--- config.mk ---
export PLATFORM = sky130hd
export DESIGN_NAME = backtracker_maze_generator
export DESIGN_NICKNAME = d
export VERILOG_FILES = /design/src/bmg_pkg.sv /design/src/bmg_ram.sv /design/src/bmg_datapath.sv /design/src/bmg_ctrl.sv /design/src/backtracker_maze_generator.sv
export SDC_FILE = /design/constraint.sdc
export NUM_CORES = 1
export LEC_CHECK = 0
export CORE_UTILIZATION = 41
export CTS_CLUSTER_SIZE = 25
export DETAILED_ROUTE_END_ITERATION = 8
export DONT_BUFFER_PORTS = 1
export GPL_ROUTABILITY_DRIVEN = 0
export GPL_TIMING_DRIVEN = 1
export RECOVER_POWER = 25
export SETUP_SLACK_MARGIN = 0.5
export SYNTH_ARGS = -nofsm -noshare
export SYNTH_HDL_FRONTEND = slang
export SYNTH_SLANG_ARGS = --single-unit
--- constraint.sdc ---
create_clock -name clk -period 31.7 [get_ports clk]
set_input_delay 3.17 -clock clk [delete_from_list [all_inputs] [get_ports clk]]
set_output_delay 3.17 -clock clk [all_outputs]
set_load 0.03 [all_outputs]
--- src/bmg_pkg.sv ---
// Shared types, codes and the xorshift32 step for the maze generator.
// No dependencies; used by bmg_ctrl, bmg_datapath and the top level.
package bmg_pkg;

    // Input command codes
    localparam logic CMD_LOAD = 1'b0;
    localparam logic CMD_DIG  = 1'b1;

    // Wall read-modify-write target
    localparam logic [1:0] WSEL_CELL    = 2'd0;
    localparam logic [1:0] WSEL_NEW     = 2'd1;
    localparam logic [1:0] WSEL_BETWEEN = 2'd2;
    localparam logic [1:0] WSEL_EXTRA   = 2'd3;

    // Divisor select for the modulo unit
    localparam logic [1:0] DSEL_COUNT = 2'd0;
    localparam logic [1:0] DSEL_X     = 2'd1;
    localparam logic [1:0] DSEL_Y     = 2'd2;

    typedef struct packed {
        logic       load_seed;
        logic       start_dig;
        logic       init_wr;
        logic       set_origin;
        logic       draw;
        logic [1:0] dsel;
        logic       pop;
        logic       pop_load;
        logic       push;
        logic       adv_top;
        logic       rmw_rd;
        logic       rmw_wr;
        logic [1:0] wsel;
        logic       latch_x;
        logic       latch_y;
        logic       row_clr;
        logic       row_inc;
        logic       emit_rd;
        logic       emit_ld;
    } ctrl_t;

    typedef struct packed {
        logic depth_zero;
        logic cand_none;
        logic mod_busy;
        logic extra_done;
        logic extra_open;
        logic row_last;
        logic out_free;
    } status_t;

    function automatic logic [31:0] xorshift32(input logic [31:0] s);
        logic [31:0] t;
        t = s ^ (s << 13);
        t = t ^ (t >> 17);
        t = t ^ (t << 5);
        return t;
    endfunction

endpackage

--- src/bmg_ram.sv ---
// Generic single-clock RAM: one write port, one read port, registered read.
// No dependencies.
module bmg_ram #(
    parameter int WIDTH = 8,
    parameter int DEPTH = 16
) (
    input  logic                     clk,
    input  logic                     we,
    input  logic [$clog2(DEPTH)-1:0] waddr,
    input  logic [WIDTH-1:0]         wdata,
    input  logic                     re,
    input  logic [$clog2(DEPTH)-1:0] raddr,
    output logic [WIDTH-1:0]         rdata
);

    logic [WIDTH-1:0] mem [DEPTH];

    always_ff @(posedge clk)
    begin
        if (we)
        begin
            mem[waddr] <= wdata;
        end
        if (re)
        begin
            rdata <= mem[raddr];
        end
    end

endmodule

--- src/bmg_datapath.sv ---
// Datapath: generator, modulo unit, visited bits, wall and stack RAMs, output register.
// Depends on bmg_pkg and bmg_ram; driven by bmg_ctrl.
module bmg_datapath #(
    parameter int CELLS_WIDE = 9,
    parameter int CELLS_HIGH = 4
) (
    input  logic                                 clk,
    input  logic                                 rst_n,
    input  bmg_pkg::ctrl_t                       cmd,
    output bmg_pkg::status_t                     st,
    input  logic [31:0]                          seed_value,
    input  logic [2:0]                           level,
    input  logic                                 out_stall,
    output logic                                 out_valid,
    output logic [$clog2(2*CELLS_HIGH+1)-1:0]    row_index,
    output logic [2*CELLS_WIDE:0]                row_walls,
    output logic                                 last
);

    localparam int GW   = 2 * CELLS_WIDE + 1;
    localparam int GH   = 2 * CELLS_HIGH + 1;
    localparam int NC   = CELLS_WIDE * CELLS_HIGH;
    localparam int XW   = $clog2(CELLS_WIDE);
    localparam int YW   = $clog2(CELLS_HIGH);
    localparam int AW   = $clog2(GH);
    localparam int CLW  = $clog2(GW);
    localparam int SAW  = $clog2(NC);
    localparam int DPW  = $clog2(NC + 1);
    localparam int GMAX = (GW > GH) ? GW : GH;
    localparam int DW   = $clog2(GMAX);

    // generator and modulo unit
    logic [31:0]   prng_reg;
    logic [31:0]   draw_val;
    logic [31:0]   mshift_reg;
    logic [DW-1:0] rem_reg;
    logic [DW-1:0] div_reg;
    logic [DW-1:0] div_sel;
    logic [DW-1:0] rem_step;
    logic [1:0]    mcnt_reg;
    logic          mbusy_reg;

    // walk state
    logic [XW-1:0]  cx_reg, nx_reg;
    logic [YW-1:0]  cy_reg, ny_reg;
    logic [DPW-1:0] depth_reg;
    logic [NC-1:0]  visited_reg;
    logic [2:0]     lvl_reg;
    logic [3:0]     extra_cnt_reg;
    logic [CLW-1:0] ex_reg;
    logic [AW-1:0]  ey_reg;
    logic [AW-1:0]  ey_now;
    logic [AW-1:0]  row_reg;

    // candidates
    logic [XW-1:0]  cand_x [4];
    logic [YW-1:0]  cand_y [4];
    logic [3:0]     cand_in;
    logic [3:0]     cand_ok;
    logic [2:0]     cand_cnt;
    logic [XW-1:0]  sel_x;
    logic [YW-1:0]  sel_y;

    // wall RAM
    logic [AW-1:0]  op_row;
    logic [CLW-1:0] op_col;
    logic [GW-1:0]  op_mask;
    logic           w_we, w_re;
    logic [AW-1:0]  w_addr;
    logic [GW-1:0]  w_wdata, w_rdata;

    // stack RAM
    logic                 s_we, s_re;
    logic [SAW-1:0]       s_waddr, s_raddr;
    logic [XW+YW-1:0]     s_wdata, s_rdata;

    logic out_valid_reg;

    always_comb
    begin
        logic [SAW-1:0] idx;
        logic [2:0]     seen;
        cand_x[0] = XW'(int'(cx_reg) + 1);
        cand_y[0] = cy_reg;
        cand_in[0] = (int'(cx_reg) + 1) < CELLS_WIDE;
        cand_x[1] = XW'(int'(cx_reg) - 1);
        cand_y[1] = cy_reg;
        cand_in[1] = cx_reg != '0;
        cand_x[2] = cx_reg;
        cand_y[2] = YW'(int'(cy_reg) + 1);
        cand_in[2] = (int'(cy_reg) + 1) < CELLS_HIGH;
        cand_x[3] = cx_reg;
        cand_y[3] = YW'(int'(cy_reg) - 1);
        cand_in[3] = cy_reg != '0;
        cand_cnt = '0;
        sel_x = cand_x[0];
        sel_y = cand_y[0];
        seen = '0;
        for (int k = 0; k < 4; k++)
        begin
            idx = SAW'(int'(cand_y[k]) * CELLS_WIDE + int'(cand_x[k]));
            cand_ok[k] = cand_in[k] && !visited_reg[idx];
            if (cand_ok[k])
            begin
                if (DW'(seen) == rem_reg)
                begin
                    sel_x = cand_x[k];
                    sel_y = cand_y[k];
                end
                seen = seen + 3'd1;
            end
        end
        cand_cnt = seen;
    end

    // modulo: eight remainder steps per cycle, MSB first
    always_comb
    begin
        logic [DW:0] t;
        logic [DW-1:0] r;
        r = rem_reg;
        for (int i = 0; i < 8; i++)
        begin
            t = {r, mshift_reg[31-i]};
            if (t >= {1'b0, div_reg})
            begin
                t = t - {1'b0, div_reg};
            end
            r = t[DW-1:0];
        end
        rem_step = r;
    end

    assign draw_val = bmg_pkg::xorshift32(prng_reg);

    always_comb
    begin
        unique case (cmd.dsel)
            bmg_pkg::DSEL_COUNT: div_sel = DW'(cand_cnt);
            bmg_pkg::DSEL_X:     div_sel = DW'(GW - 2);
            bmg_pkg::DSEL_Y:     div_sel = DW'(GH - 2);
            default:             div_sel = DW'(GH - 2);
        endcase
    end

    always_comb
    begin
        unique case (cmd.wsel)
            bmg_pkg::WSEL_CELL:
            begin
                op_row = AW'(int'(cy_reg) * 2 + 1);
                op_col = CLW'(int'(cx_reg) * 2 + 1);
            end
            bmg_pkg::WSEL_NEW:
            begin
                op_row = AW'(int'(ny_reg) * 2 + 1);
                op_col = CLW'(int'(nx_reg) * 2 + 1);
            end
            bmg_pkg::WSEL_BETWEEN:
            begin
                op_row = AW'(int'(cy_reg) + int'(ny_reg) + 1);
                op_col = CLW'(int'(cx_reg) + int'(nx_reg) + 1);
            end
            default:
            begin
                op_row = ey_reg;
                op_col = ex_reg;
            end
        endcase
        op_mask = {{(GW-1){1'b0}}, 1'b1} << op_col;
    end

    assign w_we    = cmd.init_wr | cmd.rmw_wr;
    assign w_re    = cmd.rmw_rd | cmd.emit_rd;
    assign w_addr  = (cmd.rmw_rd | cmd.rmw_wr) ? op_row : row_reg;
    assign w_wdata = cmd.init_wr ? {GW{1'b1}} : (w_rdata & ~op_mask);

    bmg_ram #(.WIDTH(GW), .DEPTH(GH)) u_walls (
        .clk   (clk),
        .we    (w_we),
        .waddr (w_addr),
        .wdata (w_wdata),
        .re    (w_re),
        .raddr (w_addr),
        .rdata (w_rdata)
    );

    assign s_we    = cmd.set_origin | cmd.push;
    assign s_waddr = cmd.set_origin ? '0 : depth_reg[SAW-1:0];
    assign s_wdata = cmd.set_origin ? '0 : {sel_y, sel_x};
    assign s_re    = cmd.pop && (depth_reg > DPW'(1));
    assign s_raddr = SAW'(depth_reg - DPW'(2));

    bmg_ram #(.WIDTH(XW + YW), .DEPTH(NC)) u_stack (
        .clk   (clk),
        .we    (s_we),
        .waddr (s_waddr),
        .wdata (s_wdata),
        .re    (s_re),
        .raddr (s_raddr),
        .rdata (s_rdata)
    );

    assign ey_now = AW'(int'(rem_reg) + 1);

    // control registers
    always_ff @(posedge clk or negedge rst_n)
    begin
        if (!rst_n)
        begin
            prng_reg      <= 32'd1;
            depth_reg     <= '0;
            visited_reg   <= '0;
            mbusy_reg     <= 1'b0;
            mcnt_reg      <= '0;
            extra_cnt_reg <= '0;
            row_reg       <= '0;
            out_valid_reg <= 1'b0;
        end
        else
        begin
            if (cmd.load_seed)
            begin
                prng_reg <= seed_value | 32'd1;
            end
            else if (cmd.draw)
            begin
                prng_reg <= draw_val;
            end
            if (cmd.draw)
            begin
                mbusy_reg <= 1'b1;
                mcnt_reg  <= '0;
            end
            else if (mbusy_reg)
            begin
                mcnt_reg <= mcnt_reg + 2'd1;
                if (mcnt_reg == 2'd3)
                begin
                    mbusy_reg <= 1'b0;
                end
            end
            if (cmd.start_dig)
            begin
                visited_reg   <= '0;
                extra_cnt_reg <= '0;
            end
            if (cmd.set_origin)
            begin
                visited_reg[0] <= 1'b1;
                depth_reg      <= DPW'(1);
            end
            if (cmd.push)
            begin
                visited_reg[SAW'(int'(sel_y) * CELLS_WIDE + int'(sel_x))] <= 1'b1;
                depth_reg <= depth_reg + DPW'(1);
            end
            if (cmd.pop)
            begin
                depth_reg <= depth_reg - DPW'(1);
            end
            if (cmd.latch_y)
            begin
                extra_cnt_reg <= extra_cnt_reg + 4'd1;
            end
            if (cmd.start_dig || cmd.row_clr)
            begin
                row_reg <= '0;
            end
            else if (cmd.row_inc || cmd.emit_ld)
            begin
                row_reg <= row_reg + AW'(1);
            end
            if (cmd.emit_ld)
            begin
                out_valid_reg <= 1'b1;
            end
            else if (!out_stall)
            begin
                out_valid_reg <= 1'b0;
            end
        end
    end

    // payload registers
    always_ff @(posedge clk)
    begin
        if (cmd.draw)
        begin
            mshift_reg <= draw_val;
            rem_reg    <= '0;
            div_reg    <= div_sel;
        end
        else if (mbusy_reg)
        begin
            mshift_reg <= mshift_reg << 8;
            rem_reg    <= rem_step;
        end
        if (cmd.start_dig)
        begin
            lvl_reg <= level;
        end
        if (cmd.set_origin)
        begin
            cx_reg <= '0;
            cy_reg <= '0;
        end
        else if (cmd.adv_top)
        begin
            cx_reg <= nx_reg;
            cy_reg <= ny_reg;
        end
        else if (cmd.pop_load)
        begin
            cx_reg <= s_rdata[XW-1:0];
            cy_reg <= s_rdata[XW+YW-1:XW];
        end
        if (cmd.push)
        begin
            nx_reg <= sel_x;
            ny_reg <= sel_y;
        end
        if (cmd.latch_x)
        begin
            ex_reg <= CLW'(int'(rem_reg) + 1);
        end
        if (cmd.latch_y)
        begin
            ey_reg <= ey_now;
        end
        if (cmd.emit_ld)
        begin
            row_index <= row_reg;
            row_walls <= w_rdata;
            last      <= (row_reg == AW'(GH - 1));
        end
    end

    assign out_valid     = out_valid_reg;
    assign st.depth_zero = depth_reg == '0;
    assign st.cand_none  = cand_cnt == 3'd0;
    assign st.mod_busy   = mbusy_reg;
    assign st.extra_done = extra_cnt_reg == (4'd4 + {1'b0, lvl_reg});
    assign st.extra_open = ex_reg[0] ^ ey_now[0];
    assign st.row_last   = row_reg == AW'(GH - 1);
    assign st.out_free   = !out_valid_reg || !out_stall;

endmodule

--- src/bmg_ctrl.sv ---
// Sequencer for the maze walk: init, depth-first walk, extra openings, row output.
// Depends on bmg_pkg; drives bmg_datapath through ctrl_t.
module bmg_ctrl (
    input  logic             clk,
    input  logic             rst_n,
    input  logic             in_valid,
    output logic             in_stall,
    input  logic             in_cmd,
    input  bmg_pkg::status_t st,
    output bmg_pkg::ctrl_t   cmd
);

    localparam logic [3:0] S_IDLE  = 4'd0;
    localparam logic [3:0] S_INIT  = 4'd1;
    localparam logic [3:0] S_START = 4'd2;
    localparam logic [3:0] S_RD    = 4'd3;
    localparam logic [3:0] S_WR    = 4'd4;
    localparam logic [3:0] S_WALK  = 4'd5;
    localparam logic [3:0] S_POPW  = 4'd6;
    localparam logic [3:0] S_MODW  = 4'd7;
    localparam logic [3:0] S_LINK  = 4'd8;
    localparam logic [3:0] S_ADV   = 4'd9;
    localparam logic [3:0] S_EXTRA = 4'd10;
    localparam logic [3:0] S_MODX  = 4'd11;
    localparam logic [3:0] S_MODY  = 4'd12;
    localparam logic [3:0] S_EMRD  = 4'd13;
    localparam logic [3:0] S_EMLD  = 4'd14;

    logic [3:0] state_reg, state_next;
    logic [3:0] ret_reg, ret_next;
    logic [1:0] wsel_reg, wsel_next;

    always_ff @(posedge clk or negedge rst_n)
    begin
        if (!rst_n)
        begin
            state_reg <= S_IDLE;
            ret_reg   <= S_IDLE;
            wsel_reg  <= bmg_pkg::WSEL_CELL;
        end
        else
        begin
            state_reg <= state_next;
            ret_reg   <= ret_next;
            wsel_reg  <= wsel_next;
        end
    end

    always_comb
    begin
        state_next = state_reg;
        ret_next   = ret_reg;
        wsel_next  = wsel_reg;
        cmd        = '0;
        cmd.wsel   = wsel_reg;
        unique case (state_reg)
            S_IDLE:
            begin
                if (in_valid)
                begin
                    if (in_cmd == bmg_pkg::CMD_DIG)
                    begin
                        cmd.start_dig = 1'b1;
                        state_next    = S_INIT;
                    end
                    else
                    begin
                        cmd.load_seed = 1'b1;
                    end
                end
            end
            S_INIT:
            begin
                cmd.init_wr = 1'b1;
                cmd.row_inc = 1'b1;
                if (st.row_last)
                begin
                    state_next = S_START;
                end
            end
            S_START:
            begin
                cmd.set_origin = 1'b1;
                wsel_next      = bmg_pkg::WSEL_CELL;
                ret_next       = S_WALK;
                state_next     = S_RD;
            end
            S_RD:
            begin
                cmd.rmw_rd = 1'b1;
                state_next = S_WR;
            end
            S_WR:
            begin
                cmd.rmw_wr = 1'b1;
                state_next = ret_reg;
            end
            S_WALK:
            begin
                if (st.depth_zero)
                begin
                    state_next = S_EXTRA;
                end
                else if (st.cand_none)
                begin
                    cmd.pop    = 1'b1;
                    state_next = S_POPW;
                end
                else
                begin
                    cmd.draw   = 1'b1;
                    cmd.dsel   = bmg_pkg::DSEL_COUNT;
                    state_next = S_MODW;
                end
            end
            S_POPW:
            begin
                cmd.pop_load = 1'b1;
                state_next   = S_WALK;
            end
            S_MODW:
            begin
                if (!st.mod_busy)
                begin
                    cmd.push   = 1'b1;
                    wsel_next  = bmg_pkg::WSEL_NEW;
                    ret_next   = S_LINK;
                    state_next = S_RD;
                end
            end
            S_LINK:
            begin
                wsel_next  = bmg_pkg::WSEL_BETWEEN;
                ret_next   = S_ADV;
                state_next = S_RD;
            end
            S_ADV:
            begin
                cmd.adv_top = 1'b1;
                state_next  = S_WALK;
            end
            S_EXTRA:
            begin
                if (st.extra_done)
                begin
                    cmd.row_clr = 1'b1;
                    state_next  = S_EMRD;
                end
                else
                begin
                    cmd.draw   = 1'b1;
                    cmd.dsel   = bmg_pkg::DSEL_X;
                    state_next = S_MODX;
                end
            end
            S_MODX:
            begin
                if (!st.mod_busy)
                begin
                    cmd.latch_x = 1'b1;
                    cmd.draw    = 1'b1;
                    cmd.dsel    = bmg_pkg::DSEL_Y;
                    state_next  = S_MODY;
                end
            end
            S_MODY:
            begin
                if (!st.mod_busy)
                begin
                    cmd.latch_y = 1'b1;
                    if (st.extra_open)
                    begin
                        wsel_next  = bmg_pkg::WSEL_EXTRA;
                        ret_next   = S_EXTRA;
                        state_next = S_RD;
                    end
                    else
                    begin
                        state_next = S_EXTRA;
                    end
                end
            end
            S_EMRD:
            begin
                cmd.emit_rd = 1'b1;
                state_next  = S_EMLD;
            end
            S_EMLD:
            begin
                if (st.out_free)
                begin
                    cmd.emit_ld = 1'b1;
                    state_next  = st.row_last ? S_IDLE : S_EMRD;
                end
            end
            default:
            begin
                state_next = S_IDLE;
            end
        endcase
    end

    assign in_stall = state_reg != S_IDLE;

endmodule

--- src/backtracker_maze_generator.sv ---
// Top level of the maze generator: controller plus datapath.
// Depends on bmg_pkg, bmg_ctrl, bmg_datapath (and bmg_ram through it).
//
// Usage notes:
//  - Input channel (in_valid / in_stall): one transaction carries cmd,
//    seed_value and level. cmd load stores seed_value|1 as generator state
//    and gives no output. cmd dig builds a new maze.
//  - Output channel (out_valid / out_stall): a dig yields one transaction per
//    grid row, row_index 0 up to 2*CELLS_HIGH, with last set on the final row.
//  - in_stall is high from a dig until its last row sits in the output
//    register; only one transaction is worked on at a time.
//  - A dig runs the wall init, the depth-first walk, the extra openings and
//    the row output in that order. The walk is set by the draw and the
//    modulo unit (8 remainder bits per cycle) plus the two read-modify-write
//    passes per push on the wall RAM, whose read and write ports share one address.
//  - When the receiver stalls, the row in the output register holds and the
//    sequencer waits before loading the next row.
//  - Reset: generator state returns to 1, sequencer to idle, output empty.
//    Wall and stack RAMs need no clearing; every dig rewrites all rows.
module backtracker_maze_generator #(
    parameter int CELLS_WIDE = 9,
    parameter int CELLS_HIGH = 4
) (
    input  logic                              clk,
    input  logic                              rst_n,
    input  logic                              in_valid,
    output logic                              in_stall,
    input  logic                              cmd,
    input  logic [31:0]                       seed_value,
    input  logic [2:0]                        level,
    output logic                              out_valid,
    input  logic                              out_stall,
    output logic [$clog2(2*CELLS_HIGH+1)-1:0] row_index,
    output logic [2*CELLS_WIDE:0]             row_walls,
    output logic                              last
);

    bmg_pkg::ctrl_t   ctrl;
    bmg_pkg::status_t status;

    // sequencer
    bmg_ctrl u_ctrl (
        .clk      (clk),
        .rst_n    (rst_n),
        .in_valid (in_valid),
        .in_stall (in_stall),
        .in_cmd   (cmd),
        .st       (status),
        .cmd      (ctrl)
    );

    // storage, generator, modulo unit and output register
    bmg_datapath #(
        .CELLS_WIDE (CELLS_WIDE),
        .CELLS_HIGH (CELLS_HIGH)
    ) u_datapath (
        .clk        (clk),
        .rst_n      (rst_n),
        .cmd        (ctrl),
        .st         (status),
        .seed_value (seed_value),
        .level      (level),
        .out_stall  (out_stall),
        .out_valid  (out_valid),
        .row_index  (row_index),
        .row_walls  (row_walls),
        .last       (last)
    );

endmodule

==> flow_metrics.tcl <==
set metrics [dict create \
    status "complete, but fails checks" \
    violations "max-capacitance violations, max-slew violations" \
    cts_tree "done" \
    synth.most_common_cell "edfxtp_1" \
    crit_arrival_ns 16.05 \
    critPathCaptureType "register" \
    vdd_drop_max_mv 0.06227 \
    cts-root-buf "clkbuf_16" \
    grt_max_degree 97 \
    yosys.area.top_type_share_pct 49.99 \
    grt_pass1_vias 18394 \
    synthToLayoutAreaGrowth_pct 11.00 \
    grt_pass1_wl_um 105600 \
    fin_skew_ns 0.02960 \
    fp.dieW_um 269.9 \
    cp-start-kind "register" \
    hold_buffers 0 \
    gr-usage-all-layers_pct 18.45 \
    synth-seq-cells 597 \
    antenna_left 0 \
    rows 97 \
    timing.fmax_ghz 0.06423 \
    start_util_pct 41.74 \
    viasPerCell 5.561 \
    ys_warn_count 0 \
    setup-tns-final_ns 0 \
    grt-ovfl-total 0 \
    yosysTopAreaCell "edfxtp_1" \
    synth_area_per_cell_um2 12.60 \
    drive_gt1_share_pct 11.42 \
    synth_seq_area_share_pct 58.91 \
    max-slew-margin-rel_pct -68.33 \
    cp.required_ns 32.18 \
    r2r-end "u_datapath.rem_reg[3]" \
    die_y_um 269.9 \
    pin_count 66 \
    synth_edf_count 490 \
    slowest_delay_ns 0.65 \
    fin_nets 2461 \
    cp-endpoint "u_datapath.rem_reg[3]" \
    htreeDepth 3 \
    post_cts_resized 0 \
    rr_startpoint "u_datapath.div_reg[1]" \
    crit_type "reg -> reg" \
    p_leak_uw 0.01156 \
    dp_hpwl_um 42820 \
    wl_um 67120 \
    grt_setup_unrepaired "no" \
    cts_buffers 66 \
    hp-class "reg -> reg" \
    worstPathMaxFanout 10 \
    num_vias 18468 \
    async_flop_share_pct 16.08 \
    whs_ns 0.4735 \
    antenna_cells 0 \
    wire_per_inst_um 20.21 \
    rrSetupSlack_ns 16.13 \
    slew_violations 20 \
    coreArea_mm2 0.07051 \
    clock_latency_ns 0.62 \
    drc_errors 0 \
    critical_path.startpoint "u_datapath.div_reg[1]" \
    ys_types 88 \
    period_share_pct 49.11 \
    max_slew.worst_pin.slew_ns 2.516 \
    cts_buffer_depth 3 \
    dr.pass1.iters 5 \
    r2r_cells 62 \
    ys.flop_type "edfxtp_1" \
    syn_inst 2335 \
    hold_viol_final 0 \
    largest_reg_flops 216 \
    p_per_area_mw_per_mm2 48.85 \
    die_area_mm2 0.07286 \
    synth_area_leaders "edfxtp_1, dfrtp_1, mux4_2" \
    io_buffers 0 \
    finalCriticalPeriod_ns 15.57 \
    crit_path_frequent_cell "nand2_1" \
    antenna_found_initial 0 \
    maxCapViolCount 1 \
    syn-num-nets 2468 \
    setup_violations 0 \
    cpMaxStageDelayCell "edfxtp_1" \
    clk_pin_slew_ns 0.06 \
    synth_area_mm2 0.02943 \
    drt_iter0_markers 1564 \
    synth_common_cells "edfxtp_1, nand2_1, nor2_1, a21oi_1, xnor2_1" \
    cts.sinks 597 \
    cts_setup_buffers 0 \
]
[worst min-delay path by stage]
stage | cells after the start | startpoint | end
after CTS | 0 | u_datapath.u_walls.rdata[9] | u_datapath.row_walls[9]
after global routing | 0 | u_datapath.u_walls.rdata[0] | u_datapath.row_walls[0]
after detailed placement | 0 | u_datapath.u_walls.rdata[9] | u_datapath.row_walls[9]
after floorplan | 0 | u_datapath.u_walls.rdata[0] | u_datapath.row_walls[0]
after global placement | 0 | u_datapath.u_walls.rdata[14] | u_datapath.row_walls[14]
final | 0 | u_datapath.u_walls.rdata[9] | u_datapath.row_walls[9]
[per-stage QoR]
| step | utilization (%) | instance area, um^2 | setup slack (ns) | instances | total power, uW |
|---|---|---|---|---|---|
| floorplan | - | 29430 | 18.30 | 2335 | 854.5 |
| global placement | 43.29 | 30530 | 16.45 | 3200 | 854.5 |
| detailed placement | 43.29 | 30530 | 16.15 | 3200 | 854.5 |
| CTS | 46.34 | 32680 | 16.07 | 3321 | 1614 |
| global route | 46.33 | 32670 | 14.87 | 3321 | 1641 |
| finish | 46.33 | 32670 | 16.13 | 3321 | 1596 |
[cell families after synthesis]
kind of cell | share of synthesized area [%]
AOI/OAI and AO/OA | 8.732
buffers and inverters | 2.461
xor gates and xnor gates | 4.999
muxes | 9.374
DFF | 58.91
and+or+nand+nor | 11.19
adders and majority gates | 4.336
[layer usage]
layer	track usage, %	vias up	wire (um)
met2	30.07	473	32240
met1	25.69	9300	30530
met4	5.413	0	1236
met5	0	-	0
met3	2.543	84	3109
li1	-	8611	-
[cells in the final DEF (no fill, tap or decap), drive strengths merged, types with 21 or more instances in the layout]
master and count:
a21o 22, a21oi 122, a311oi 22, a31oi 30
and3 32, buf 29, clkbuf 91, clkinv 21
dfrtp 95, edfxtp 490, ha 78, inv 82
mux2i 49, mux4 93, nand2 318, nand3 67
nor2 212, nor3 38, o21ai 96, xnor2 107
xor2 61
[power breakdown]
part / switching [uW] / internal (uW) / total, uW / leakage, uW
Combinational: 0.0774 / 0.0560 / 0.139 / 0.00529
Clock: 316 / 442 / 758 / 0.00105
Sequential: 0.0000000000000260 / 838 / 838 / 0.00523
[layout make-up]
| cell class | instances | area (um^2) |
|---|---|---|
| Clock inverter | 30 | 362.8 |
| Sequential cell | 597 | 17340 |
| Timing Repair Buffer | 29 | 217.7 |
| Clock buffer | 91 | 1787 |
| Tap cell | 940 | 1176 |
| Multi-Input combinational cell | 1555 | 11490 |
| Inverter | 79 | 296.5 |
| Fill cell | 6235 | 37840 |
[critical path: cells and delay by family (launching register included)]
family / cells / cell delay [ns]
AO/OA/AOI/OAI: 26 / 6.78
XOR/XNOR: 1 / 0.30
adder cells (fa/ha/maj): 8 / 3.36
buffers and inverters: 6 / 0.84
flip-flops: 1 / 0.65
multiplexers: 6 / 1.71
AND/OR/NAND/NOR: 15 / 1.77
(Power assumes the default switching activity.)
